[src/rtl/swf_pkg.sv]
// ----------------------------------------------------------------------------
// swf_pkg: shared types, constants and helpers
// Word format, pipeline sizes, register indexes and the divider step used by
// the shallow-water nodal flux pipeline.
// ----------------------------------------------------------------------------
package swf_pkg;

    localparam int WORD_BITS = 32;
    localparam int FRAC_BITS = 16;
    localparam int CFG_BITS  = 31;
    localparam int KIND_BITS = 2;
    localparam int REG_ADDR_BITS = 1;

    localparam int PROD_BITS = 2 * WORD_BITS;
    localparam int PR_BITS   = CFG_BITS + 2 * WORD_BITS - 2 * FRAC_BITS - 1;
    localparam int SUM_BITS  = ((PROD_BITS > PR_BITS) ? PROD_BITS : PR_BITS) + 2;

    // two quotient bits per divider stage
    localparam int DIV_STAGES = PROD_BITS / 2;

    localparam int IN_DATA_BITS  = ((4 * WORD_BITS + 7) / 8) * 8;
    localparam int OUT_DATA_BITS = ((6 * WORD_BITS + 7) / 8) * 8;

    localparam logic [KIND_BITS-1:0] KIND_WET   = 2'd0;
    localparam logic [KIND_BITS-1:0] KIND_FLOOD = 2'd1;
    localparam logic [KIND_BITS-1:0] KIND_DRY   = 2'd2;

    localparam logic [REG_ADDR_BITS-1:0] REG_DEPTH_THR = 1'd0;
    localparam logic [REG_ADDR_BITS-1:0] REG_GRAVITY   = 1'd1;

    localparam logic [CFG_BITS-1:0] DEPTH_THR_RST = CFG_BITS'(66);
    localparam logic [CFG_BITS-1:0] GRAVITY_RST   = CFG_BITS'(642908);

    typedef struct packed {
        logic [WORD_BITS-1:0] hm;
        logic [PR_BITS-1:0]   pr_mag;
        logic                 pr_neg;
        logic                 xy_neg;
        logic                 zero;
        logic                 wen;
        logic [WORD_BITS-1:0] qx;
        logic [WORD_BITS-1:0] qy;
        logic                 last;
    } t_side;

    typedef struct packed {
        logic [PROD_BITS-1:0] pxx;
        logic [PROD_BITS-1:0] pyy;
        logic [PROD_BITS-1:0] pxy;
        t_side                side;
    } t_mid;

    typedef struct packed {
        logic [WORD_BITS:0]   rem;
        logic [PROD_BITS-1:0] num;
    } t_lane;

    typedef struct packed {
        t_lane xx;
        t_lane yy;
        t_lane xy;
        t_side side;
    } t_dstage;

    typedef struct packed {
        logic                 wen;
        logic [WORD_BITS-1:0] mass_x;
        logic [WORD_BITS-1:0] momx_x;
        logic [WORD_BITS-1:0] momy_x;
        logic [WORD_BITS-1:0] mass_y;
        logic [WORD_BITS-1:0] momx_y;
        logic [WORD_BITS-1:0] momy_y;
        logic                 last;
    } t_res;

    // one restoring division step: shift in a dividend bit, subtract if it fits
    function automatic t_lane div_step(t_lane a, logic [WORD_BITS-1:0] d);
        logic [WORD_BITS:0] rem;
        t_lane              r;
        rem   = {a.rem[WORD_BITS-1:0], a.num[PROD_BITS-1]};
        r.num = {a.num[PROD_BITS-2:0], 1'b0};
        if (rem >= {1'b0, d}) begin
            rem      = rem - {1'b0, d};
            r.num[0] = 1'b1;
        end
        r.rem = rem;
        return r;
    endfunction

    // clamp a wide signed value to the signed word range
    function automatic logic [WORD_BITS-1:0] sat_word(logic signed [SUM_BITS-1:0] v);
        logic [WORD_BITS-1:0] r;
        if (v > $signed({{(SUM_BITS-WORD_BITS+1){1'b0}}, {(WORD_BITS-1){1'b1}}})) begin
            r = {1'b0, {(WORD_BITS-1){1'b1}}};
        end else if (v < $signed({{(SUM_BITS-WORD_BITS+1){1'b1}}, {(WORD_BITS-1){1'b0}}})) begin
            r = {1'b1, {(WORD_BITS-1){1'b0}}};
        end else begin
            r = v[WORD_BITS-1:0];
        end
        return r;
    endfunction

endpackage

[src/rtl/swf_post.sv]
// ----------------------------------------------------------------------------
// swf_post: flux assembly
// Adds the pressure term to the velocity products, applies signs, saturates
// and clears the fluxes of dry or shallow nodes.
// ----------------------------------------------------------------------------
module swf_post (
    input  swf_pkg::t_dstage i_st,
    output swf_pkg::t_res    o_res
);
    import swf_pkg::*;

    logic signed [SUM_BITS-1:0] w_pr, w_sx, w_sy, w_xy;
    logic [SUM_BITS-1:0]        w_pr_ext, w_xy_ext;

    assign w_pr_ext = SUM_BITS'(i_st.side.pr_mag);
    assign w_xy_ext = SUM_BITS'(i_st.xy.num);
    assign w_pr = i_st.side.pr_neg ? -$signed(w_pr_ext) : $signed(w_pr_ext);
    assign w_sx = $signed(SUM_BITS'(i_st.xx.num)) + w_pr;
    assign w_sy = $signed(SUM_BITS'(i_st.yy.num)) + w_pr;
    assign w_xy = i_st.side.xy_neg ? -$signed(w_xy_ext) : $signed(w_xy_ext);

    always_comb begin
        o_res.wen  = i_st.side.wen;
        o_res.last = i_st.side.last;
        if (i_st.side.zero) begin
            o_res.mass_x = '0;
            o_res.momx_x = '0;
            o_res.momy_x = '0;
            o_res.mass_y = '0;
            o_res.momx_y = '0;
            o_res.momy_y = '0;
        end else begin
            o_res.mass_x = i_st.side.qx;
            o_res.momx_x = sat_word(w_sx);
            o_res.momy_x = sat_word(w_xy);
            o_res.mass_y = i_st.side.qy;
            o_res.momx_y = sat_word(w_xy);
            o_res.momy_y = sat_word(w_sy);
        end
    end

endmodule

[config.mk]
export PLATFORM = sky130hd
export DESIGN_NAME = swf_post
export DESIGN_NICKNAME = d
export VERILOG_FILES = /design/src/rtl/swf_pkg.sv /design/src/rtl/swf_post.sv
export SDC_FILE = /design/constraint.sdc
export NUM_CORES = 1
export LEC_CHECK = 0
export BUFFER_PORTS_ARGS = -buffer_cell sky130_fd_sc_hd__buf_2
export CAP_MARGIN = 20
export CORE_AREA = 2 2 252 254
export DETAILED_ROUTE_END_ITERATION = 10
export DIE_AREA = 0 0 254 256
export PLACE_DENSITY = 0.52
export SLEW_MARGIN = 20
export SYNTH_ARGS = -nofsm -noshare
export SYNTH_HDL_FRONTEND = slang
export SYNTH_SLANG_ARGS = --single-unit
[constraint.sdc]
create_clock -name vclk -period 6.4
set_clock_uncertainty 0.1 [all_clocks]
set_input_delay 0 -clock vclk [all_inputs]
set_output_delay 0 -clock vclk [all_outputs]
set_load 0.01 [all_outputs]
==> results of run 1 <==
power by group:
group / switching [mW] / internal (mW) / leakage [nW]
Combinational: 1.52 / 0.984 / 8.32
Clock: 0 / 0.000000105 / 0.0000317
Sequential: 0 / 0 / 0
routing by layer:
metal / vias to the layer above / track usage (%) / part of all wire, %
met5: - / 0 / 0.029
met4: 4 / 3.27 / 2.2
met3: 65 / 2.26 / 7.4
met2: 790 / 34.2 / 43
met1: 8696 / 32.0 / 47
li1: 8940 / - / -
placed cells by master, fill, tap and decap left out, types with 29 or more instances in the layout:
master / count
a31oi_1: 29
o31ai_1: 43
ha_1: 127
nand4_1: 72
nand3_1: 45
nor3_1: 45
a21oi_1: 190
a21o_1: 70
xnor2_1: 130
o21ai_0: 141
nand2_1: 196
buf_4: 187
nor2b_1: 76
nor2_1: 158
xor2_1: 96
inv_1: 45
buf_2: 508
nor4_1: 36
through the flow:
stage          hold WS, ns  total power [mW]  utilization (%)
2_1_floorplan     -0.00823              1.40                -
3_3_place_gp       -0.0999              2.36             28.6
3_5_place_dp       -0.0999              2.33             28.6
4_1_cts              0.198              2.37             29.0
5_1_grt              0.214              2.70             30.0
6_report             0.198              2.51             30.0
cell type report:
type               instances  area (µm²)  area share [%]
diodes                     5        12.5          0.0668
inverters                 47         176           0.942
multi-input cells       1892       13300            70.8
well taps                846        1060            5.65
repair buffers           711        4220            22.6
path summary, 6_finish.rpt:
path                         end  slack (ns)  depth (start not counted)
worst max-delay path  o_res[137]        0.11                         25
worst min-delay path  o_res[168]        0.20                          3
cell families (layout without fill, tap and decap cells):
logic type	Yosys count	count (layout)	synth area share, %
AOI/OAI and AO/OA	726	726	34.5
muxes	9	9	0.693
buffers and inverters	195	758	6.62
and+or+nand+nor	783	783	30.1
adders and majority gates	138	138	12.9
xor gates and xnor gates	236	236	15.3
other	0	5	0
tightest hold or removal path, cell delays in order:
cell	delay, ns
buf_2	0.07
nor2b_1	0.10
buf_2	0.13
repair_timing:
item | in CTS | in global routing
buffers inserted | 10 | 11
resized for setup | 14 | 130
pin swaps | 6 | 44
cloned | 2 | 1
setup endpoints to repair | 31 | 62
hold buffers | 2 | 0
endpoints found under the hold margin | 2 | 0
==> impl_metrics.env, run 1 <==
export IMPL_min_period_over_period_pct=98.3
export IMPL_yosys_cell_types_count=90
export IMPL_placed_cells=3472
export IMPL_status="finished, final reports clean"
export IMPL_grt_max_degree=68
export IMPL_dpl_cell_area_um2=17800
export IMPL_maxCapViolCount=0
export IMPL_grt_pass1_wl_mm=108
export IMPL_required_ns=6.30
export IMPL_drt_iter0_drc=1734
export IMPL_dp_final_hpwl_mm=65.9
export IMPL_drive_gt1_share_pct=32.2
export IMPL_finalWorstSetupSlack_ns=0.112
export IMPL_antenna_found_initial=13
export IMPL_power_density_nw_per_um2=134
export IMPL_syn2layout_area_growth_pct=38.3
export IMPL_seq_cells=0
export IMPL_dieArea_um2=65000
export IMPL_crit_path_frequent_cell="or4_4"
export IMPL_synth_commonest_cells="199 x nand2_1, 198 x a21oi_1, 164 x o21ai_0, 159 x nor2_1, 140 x xnor2_1"
export IMPL_grt_use_total_pct=21.7
export IMPL_peakVddDrop_mv=0.0590
export IMPL_start_util_pct=21.7
export IMPL_nNetsFinal=3244
export IMPL_worstMarginPinSlew_ns=0.721
export IMPL_yosysMostFrequentCell="nand2_1"
export IMPL_seqCellArea_um2=0
export IMPL_gp_congestion=0.976
export IMPL_clkbuf_count=0
export IMPL_max_freq_mhz=159
export IMPL_min_period_ns=6.29
export IMPL_rows=92
export IMPL_netlist_area_um2=13500
export IMPL_setup_tns_ns=0
export IMPL_syn_area_per_cell_um2=6.49
export IMPL_vias=18500
export IMPL_leakage_nw=8.32
export IMPL_place_ws_ns=-0.140
export IMPL_path_delay_family="simple AND/OR/NAND/NOR gates"
export IMPL_cpPeakStageDelay_ns=0.58
export IMPL_final_cell_area_um2=18700
export IMPL_synth_top_area_share_pct=12.6
export IMPL_cp_max_fo=7
export IMPL_min_from="i_st[40]"
export IMPL_maxSlewViolCount=0
export IMPL_synth_cells=2087
export IMPL_end_kind="primary output"
export IMPL_worstSetupStartpointType="primary input"
export IMPL_drc=0
export IMPL_cp_startpoint="i_st[81]"
export IMPL_ios=648
export IMPL_hp_class="in -> out"
export IMPL_crit_arrival_ns=6.19
export IMPL_grt_pass1_vias=17400
export IMPL_postRouteAntennaNets=0
export IMPL_maxSlewHeadroom_pct=51.8
export IMPL_final_setup_viol_count=0
export IMPL_layoutNonFillerInstCount=3501
export IMPL_seq_area_frac_synth_pct=0
export IMPL_wl_mm=75.3
export IMPL_synth_area_top_cells="ha_1 13%, xnor2_1 9.1%, a21oi_1 7.3%"
export IMPL_path_class="in -> out"
export IMPL_synth_fp_nets=2679
export IMPL_via_per_inst=5.28
export IMPL_path_buf_inv=5
export IMPL_yosysTopAreaCell="ha_1"
export IMPL_die_h_um=256
export IMPL_yosysWarningCount=0
export IMPL_numPortBuffers=513
export IMPL_hold_viol=0
export IMPL_core_area_um2=62400
export IMPL_die_w_um=254
export IMPL_cp_slowest_cell="or4_4"
export IMPL_fill_cells=7158
export IMPL_drtPass1Iterations=5
export IMPL_wire_per_inst_um=21.5
export IMPL_grt_overflow=0
Note: power is estimated with default switching activity, not from simulation.
==> run 2: changes to the inputs <==
--- a/config.mk
+++ b/config.mk
@@ -11,6 +11,7 @@
 export DETAILED_ROUTE_END_ITERATION = 10
 export DIE_AREA = 0 0 254 256
 export PLACE_DENSITY = 0.52
+export REMOVE_ABC_BUFFERS = 1
 export SLEW_MARGIN = 20
 export SYNTH_ARGS = -nofsm -noshare
 export SYNTH_HDL_FRONTEND = slang
==> impl_metrics.env, run 2 (same netlist as run 1, synthesis figures left out) <==
export IMPL_status="finished, final reports clean"
export IMPL_die_w_um=254
export IMPL_cp_max_fo=31
export IMPL_peakVddDrop_mv=0.0688
export IMPL_dieArea_um2=65000
export IMPL_fin_total_pwr_mw=2.24
export IMPL_worstMarginPinSlew_ns=0.677
export IMPL_multi_input_area_um2=12900
export IMPL_layoutNonFillerInstCount=3406
export IMPL_ios=648
export IMPL_postRouteAntennaNets=0
export IMPL_max_freq_mhz=163
export IMPL_path_cells="buf_2, or4_1, or2_2, nor2_2, nand3_1, or3_4, or4_4, buf_4, nand2_1, xnor2_1, ha_1, nand2_2, o21ai_0, a21oi_1, and2_1, o21ai_0, nand3_1, or4_1, or4_4, nor4_4, a41oi_2, buf_12, o21ai_0, buf_2"
export IMPL_die_h_um=256
export IMPL_syn2layout_area_growth_pct=29.1
export IMPL_grt_max_degree=57
export IMPL_start_util_pct=21.7
export IMPL_worstSetupStartpointType="primary input"
export IMPL_grt_use_total_pct=20.0
export IMPL_maxSlewViolCount=0
export IMPL_maxCapViolCount=0
export IMPL_drive_gt1_share_pct=27.1
export IMPL_holdPathStages=3
export IMPL_power_density_nw_per_um2=128
export IMPL_placed_cells=3385
export IMPL_seqCellArea_um2=0
export IMPL_min_period_over_period_pct=96.0
export IMPL_path_class="in -> out"
export IMPL_via_per_inst=5.23
export IMPL_gp_congestion=0.970
export IMPL_required_ns=6.30
export IMPL_crit_arrival_ns=6.04
export IMPL_hp_class="in -> out"
export IMPL_holdPathEnd="o_res[72]"
export IMPL_cp_slowest_cell="or4_4"
export IMPL_drc=0
export IMPL_maxSlewHeadroom_pct=54.8
export IMPL_crit_path_frequent_cell="o21ai_0"
export IMPL_holdWs_ns=0.196
export IMPL_seq_cells=0
export IMPL_dp_final_hpwl_mm=61.1
export IMPL_drt_iter0_drc=1332
export IMPL_grt_pass1_wl_mm=102
export IMPL_vias=17800
export IMPL_grt_pass1_vias=16400
export IMPL_final_cell_mix="513 x buf_2, 196 x nand2_1, 195 x a21oi_1"
export IMPL_hold_viol=0
export IMPL_end_kind="primary output"
export IMPL_layout_commonest_cell="buf_2"
export IMPL_wl_mm=69.7
export IMPL_fill_cells=7135
export IMPL_numPortBuffers=513
export IMPL_nNetsFinal=3136
export IMPL_clkbuf_count=0
export IMPL_core_area_um2=62400
export IMPL_final_setup_viol_count=0
export IMPL_drtPass1Iterations=6
export IMPL_min_from="i_st[8]"
export IMPL_cpPeakStageDelay_ns=0.55
export IMPL_setup_tns_ns=0
export IMPL_leakage_nw=7.66
export IMPL_rows=92
export IMPL_grt_overflow=0
export IMPL_antenna_found_initial=34
export IMPL_wire_per_inst_um=20.5
export IMPL_min_period_ns=6.14
run 2: changes by cell type in the layout (fill, tap and decap cells not counted), moves of 5 or more:
cell / before / now
o21ai_2: 22 / 1
xnor2_2: 10 / 3
o21ai_0: 141 / 151
ha_1: 127 / 134
ha_2: 7 / 2
diode_2: 5 / 18
o21ai_1: 15 / 30
xnor2_1: 130 / 137
buf_2: 508 / 513
a21oi_1: 190 / 195
buf_6: 5 / 0
buf_4: 187 / 84
run 2: report_power, final:
part / switching, mW / leakage, nW / internal [mW]
Sequential: 0 / 0 / 0
Clock: 0 / 0.000114 / 0.000000377
Combinational: 1.38 / 7.66 / 0.861
Total: 1.38 / 7.66 / 0.861
run 2: timing repair:
action / in CTS / in global routing
endpoints found under the setup margin: 31 / 62
resized for setup: 9 / 44
hold buffers: 2 / 0
pin swaps: 0 / 8
setup buffers: 0 / 1
hold endpoints to repair: 2 / 0
run 2: through the flow:
| step | setup WS [ns] | utilization [%] | cell area [µm²] |
|---|---|---|---|
| 2_1_floorplan | -0.447 | - | 12800 |
| 3_3_place_gp | 0.0909 | 27.6 | 17200 |
| 3_5_place_dp | -0.141 | 27.6 | 17200 |
| 4_1_cts | 0.00526 | 27.7 | 17300 |
| 5_1_grt | -0.0354 | 28.0 | 17500 |
| 6_report | 0.257 | 28.0 | 17500 |
run 2: cell type report:
cell class                      count  share of cell area (%)
Tap cell                          846                    6.06
Timing Repair Buffer              603                    18.9
Multi-Input combinational cell   1892                    73.8
Inverter                           47                    1.01
Antenna cell                       18                   0.258
run 2: worst max-delay path by stage:
| stage | from | end | slack (ns) | cells past startpoint |
|---|---|---|---|---|
| finish | i_st[96] | o_res[137] | 0.26 | 24 |
| global placement | i_st[96] | o_res[147] | 0.09 | 24 |
| floorplan | i_st[82] | o_res[1] | -0.45 | 17 |
| detailed placement | i_st[82] | o_res[147] | -0.14 | 22 |
| CTS | i_st[82] | o_res[147] | 0.005 | 24 |
| global route | i_st[96] | o_res[138] | -0.04 | 25 |
run 2: routing by layer:
layer  track usage, %  share of wire [%]  vias up
met4             4.25                2.2       26
met1             27.4                 45     8255
met2             32.0                 44      705
met5                0               0.22        -
li1                 -                  -     8734
met3             4.28                8.6       93
run 2: worst max-delay path: cells and delay by family:
kind	cells	cell delay (ns)
adders and majority gates	1	0.36
AOI/OAI and AO/OA	5	1.15
buffers and inverters	4	0.68
and+or+nand+nor	13	3.68
xor gates and xnor gates	1	0.12
==> run 3: changes to the inputs <==
--- a/config.mk
+++ b/config.mk
@@ -5,12 +5,13 @@
 export SDC_FILE = /design/constraint.sdc
 export NUM_CORES = 1
 export LEC_CHECK = 0
+export ABC_AREA = 1
 export BUFFER_PORTS_ARGS = -buffer_cell sky130_fd_sc_hd__buf_2
 export CAP_MARGIN = 20
-export CORE_AREA = 2 2 252 254
+export CORE_AREA = 2 2 249 251
 export DETAILED_ROUTE_END_ITERATION = 10
-export DIE_AREA = 0 0 254 256
-export PLACE_DENSITY = 0.52
+export DIE_AREA = 0 0 251 253
+export PLACE_DENSITY = 0.59
 export REMOVE_ABC_BUFFERS = 1
 export SLEW_MARGIN = 20
 export SYNTH_ARGS = -nofsm -noshare
==> impl_metrics.env, run 3 <==
export IMPL_grt_pass1_wl_mm=148
export IMPL_cp_max_fo=31
export IMPL_die_h_um=253
export IMPL_fill_cells=7360
export IMPL_power_density_nw_per_um2=123
export IMPL_max_freq_mhz=173
export IMPL_vias=27300
export IMPL_dieArea_um2=63500
export IMPL_core_area_um2=61000
export IMPL_synth_cells=4257
export IMPL_grt_use_total_pct=30.8
export IMPL_min_period_over_period_pct=90.1
export IMPL_maxSlewViolCount=0
export IMPL_rows=91
export IMPL_rsz0062_at_grt="no"
export IMPL_via_per_inst=4.98
export IMPL_holdWs_ns=0.183
export IMPL_grt_overflow=0
export IMPL_dp_final_hpwl_mm=93.0
export IMPL_synth_commonest_cells="1646 x nand2_1, 818 x inv_1, 546 x nor2_1, 279 x nand3_1, 213 x a21oi_1"
export IMPL_gp_congestion=1.02
export IMPL_maxSlewHeadroom_pct=36.0
export IMPL_cp_slowest_cell="xor2_1"
export IMPL_status="finished, final reports clean"
export IMPL_crit_arrival_ns=5.66
export IMPL_setup_tns_ns=0
export IMPL_seq_area_frac_synth_pct=0
export IMPL_hp_class="in -> out"
export IMPL_yosys_cell_types_count=51
export IMPL_cpPeakStageDelay_ns=0.46
export IMPL_die_w_um=251
export IMPL_maxCapViolCount=0
export IMPL_leakage_nw=14.2
export IMPL_drive_gt1_share_pct=13.7
export IMPL_drc=0
export IMPL_seq_cells=0
export IMPL_netlist_area_um2=19900
export IMPL_path_class="in -> out"
export IMPL_nNetsFinal=5293
export IMPL_synth_top_area_share_pct=31.1
export IMPL_synth_area_top_cells="nand2_1 31%, inv_1 15%, nor2_1 10%"
export IMPL_layout_commonest_cell="nand2_1"
export IMPL_path_delay_family="simple AND/OR/NAND/NOR gates"
export IMPL_worstSetupStartpointType="primary input"
export IMPL_grt_pass1_vias=25900
export IMPL_seqCellArea_um2=0
export IMPL_antenna_found_initial=5
export IMPL_wl_mm=103
export IMPL_start_util_pct=32.6
export IMPL_yosysTopAreaCell="nand2_1"
export IMPL_hold_viol=0
export IMPL_postRouteAntennaNets=0
export IMPL_worstMarginPinSlew_ns=0.959
export IMPL_final_cell_mix="1646 x nand2_1, 818 x inv_1, 546 x nor2_1"
export IMPL_grt_max_degree=125
export IMPL_wire_per_inst_um=18.7
export IMPL_drt_iter0_drc=1832
export IMPL_syn_area_per_cell_um2=4.67
export IMPL_drtPass1Iterations=7
export IMPL_yosysMostFrequentCell="nand2_1"
export IMPL_syn2layout_area_growth_pct=15.7
export IMPL_peakVddDrop_mv=0.0427
export IMPL_clkbuf_count=0
export IMPL_required_ns=6.30
export IMPL_min_period_ns=5.76
export IMPL_numPortBuffers=513
export IMPL_path_buf_inv=4
export IMPL_yosysWarningCount=0
export IMPL_ios=648
export IMPL_end_kind="primary output"
export IMPL_post_cts_buffers=0
export IMPL_final_setup_viol_count=0
run 3: worst paths after layout:
path | cells past startpoint | to | slack, ns | startpoint
setup / recovery | 29 | o_res[144] | 0.64 | i_st[71]
hold / removal | 4 | o_res[192] | 0.18 | i_st[64]
run 3: kinds of logic (layout without fill, tap and decap cells):
family / Yosys count / after routing / share of synthesized area (%)
simple gates: 2722 / 2722 / 56.8
buf+inv: 910 / 1352 / 18.6
compound gates: 359 / 359 / 10.2
fa+ha+maj: 138 / 138 / 8.75
xor+xnor: 128 / 128 / 5.64
other cells: 0 / 2 / 0
run 3: what timing repair did:
item | 4_1_cts | 5_1_grt
hold endpoints to repair | 2 | 0
resized for setup | 0 | 1
hold buffers | 2 | 0
setup endpoints to repair | 0 | 1
run 3: layer usage:
| metal | share of wire [%] | wire length, µm | vias to the layer above | GRT usage (%) |
|---|---|---|---|---|
| met5 | 0.028 | 29 | - | 0 |
| met4 | 6.4 | 6600 | 4 | 17.2 |
| met3 | 4.9 | 5080 | 240 | 2.47 |
| met2 | 50 | 50900 | 935 | 57.9 |
| met1 | 39 | 40100 | 12200 | 34.0 |
| li1 | - | - | 13900 | - |
run 3: cell type report:
class                           count  area [µm²]  area share [%]
Inverter                          823        3090            13.4
Timing Repair Buffer              529        2740            11.9
Tap cell                          790         988            4.29
Antenna cell                        2        5.00          0.0217
Multi-Input combinational cell   3347       16200            70.4
run 3: power by group:
| part | total, mW | internal (mW) | switching (mW) |
|---|---|---|---|
| combinational | 2.84 | 0.872 | 1.97 |
| clock | 0.0000000418 | 0.0000000418 | 0 |
| sequential | 0 | 0 | 0 |
| total | 2.84 | 0.872 | 1.97 |
run 3: metrics by stage:
| stage | power [mW] | instance area (µm²) | instances | setup slack [ns] | utilization (%) |
|---|---|---|---|---|---|
| after global placement | 2.79 | 23000 | 5487 | 0.690 | 37.7 |
| final | 2.84 | 23000 | 5491 | 0.635 | 37.7 |
| after global routing | 3.14 | 23000 | 5491 | 0.0894 | 37.7 |
| after CTS | 2.80 | 23000 | 5489 | 0.648 | 37.7 |
| after detailed placement | 2.79 | 23000 | 5487 | 0.678 | 37.7 |
| after floorplan | 1.79 | 19300 | 4170 | 2.30 | - |
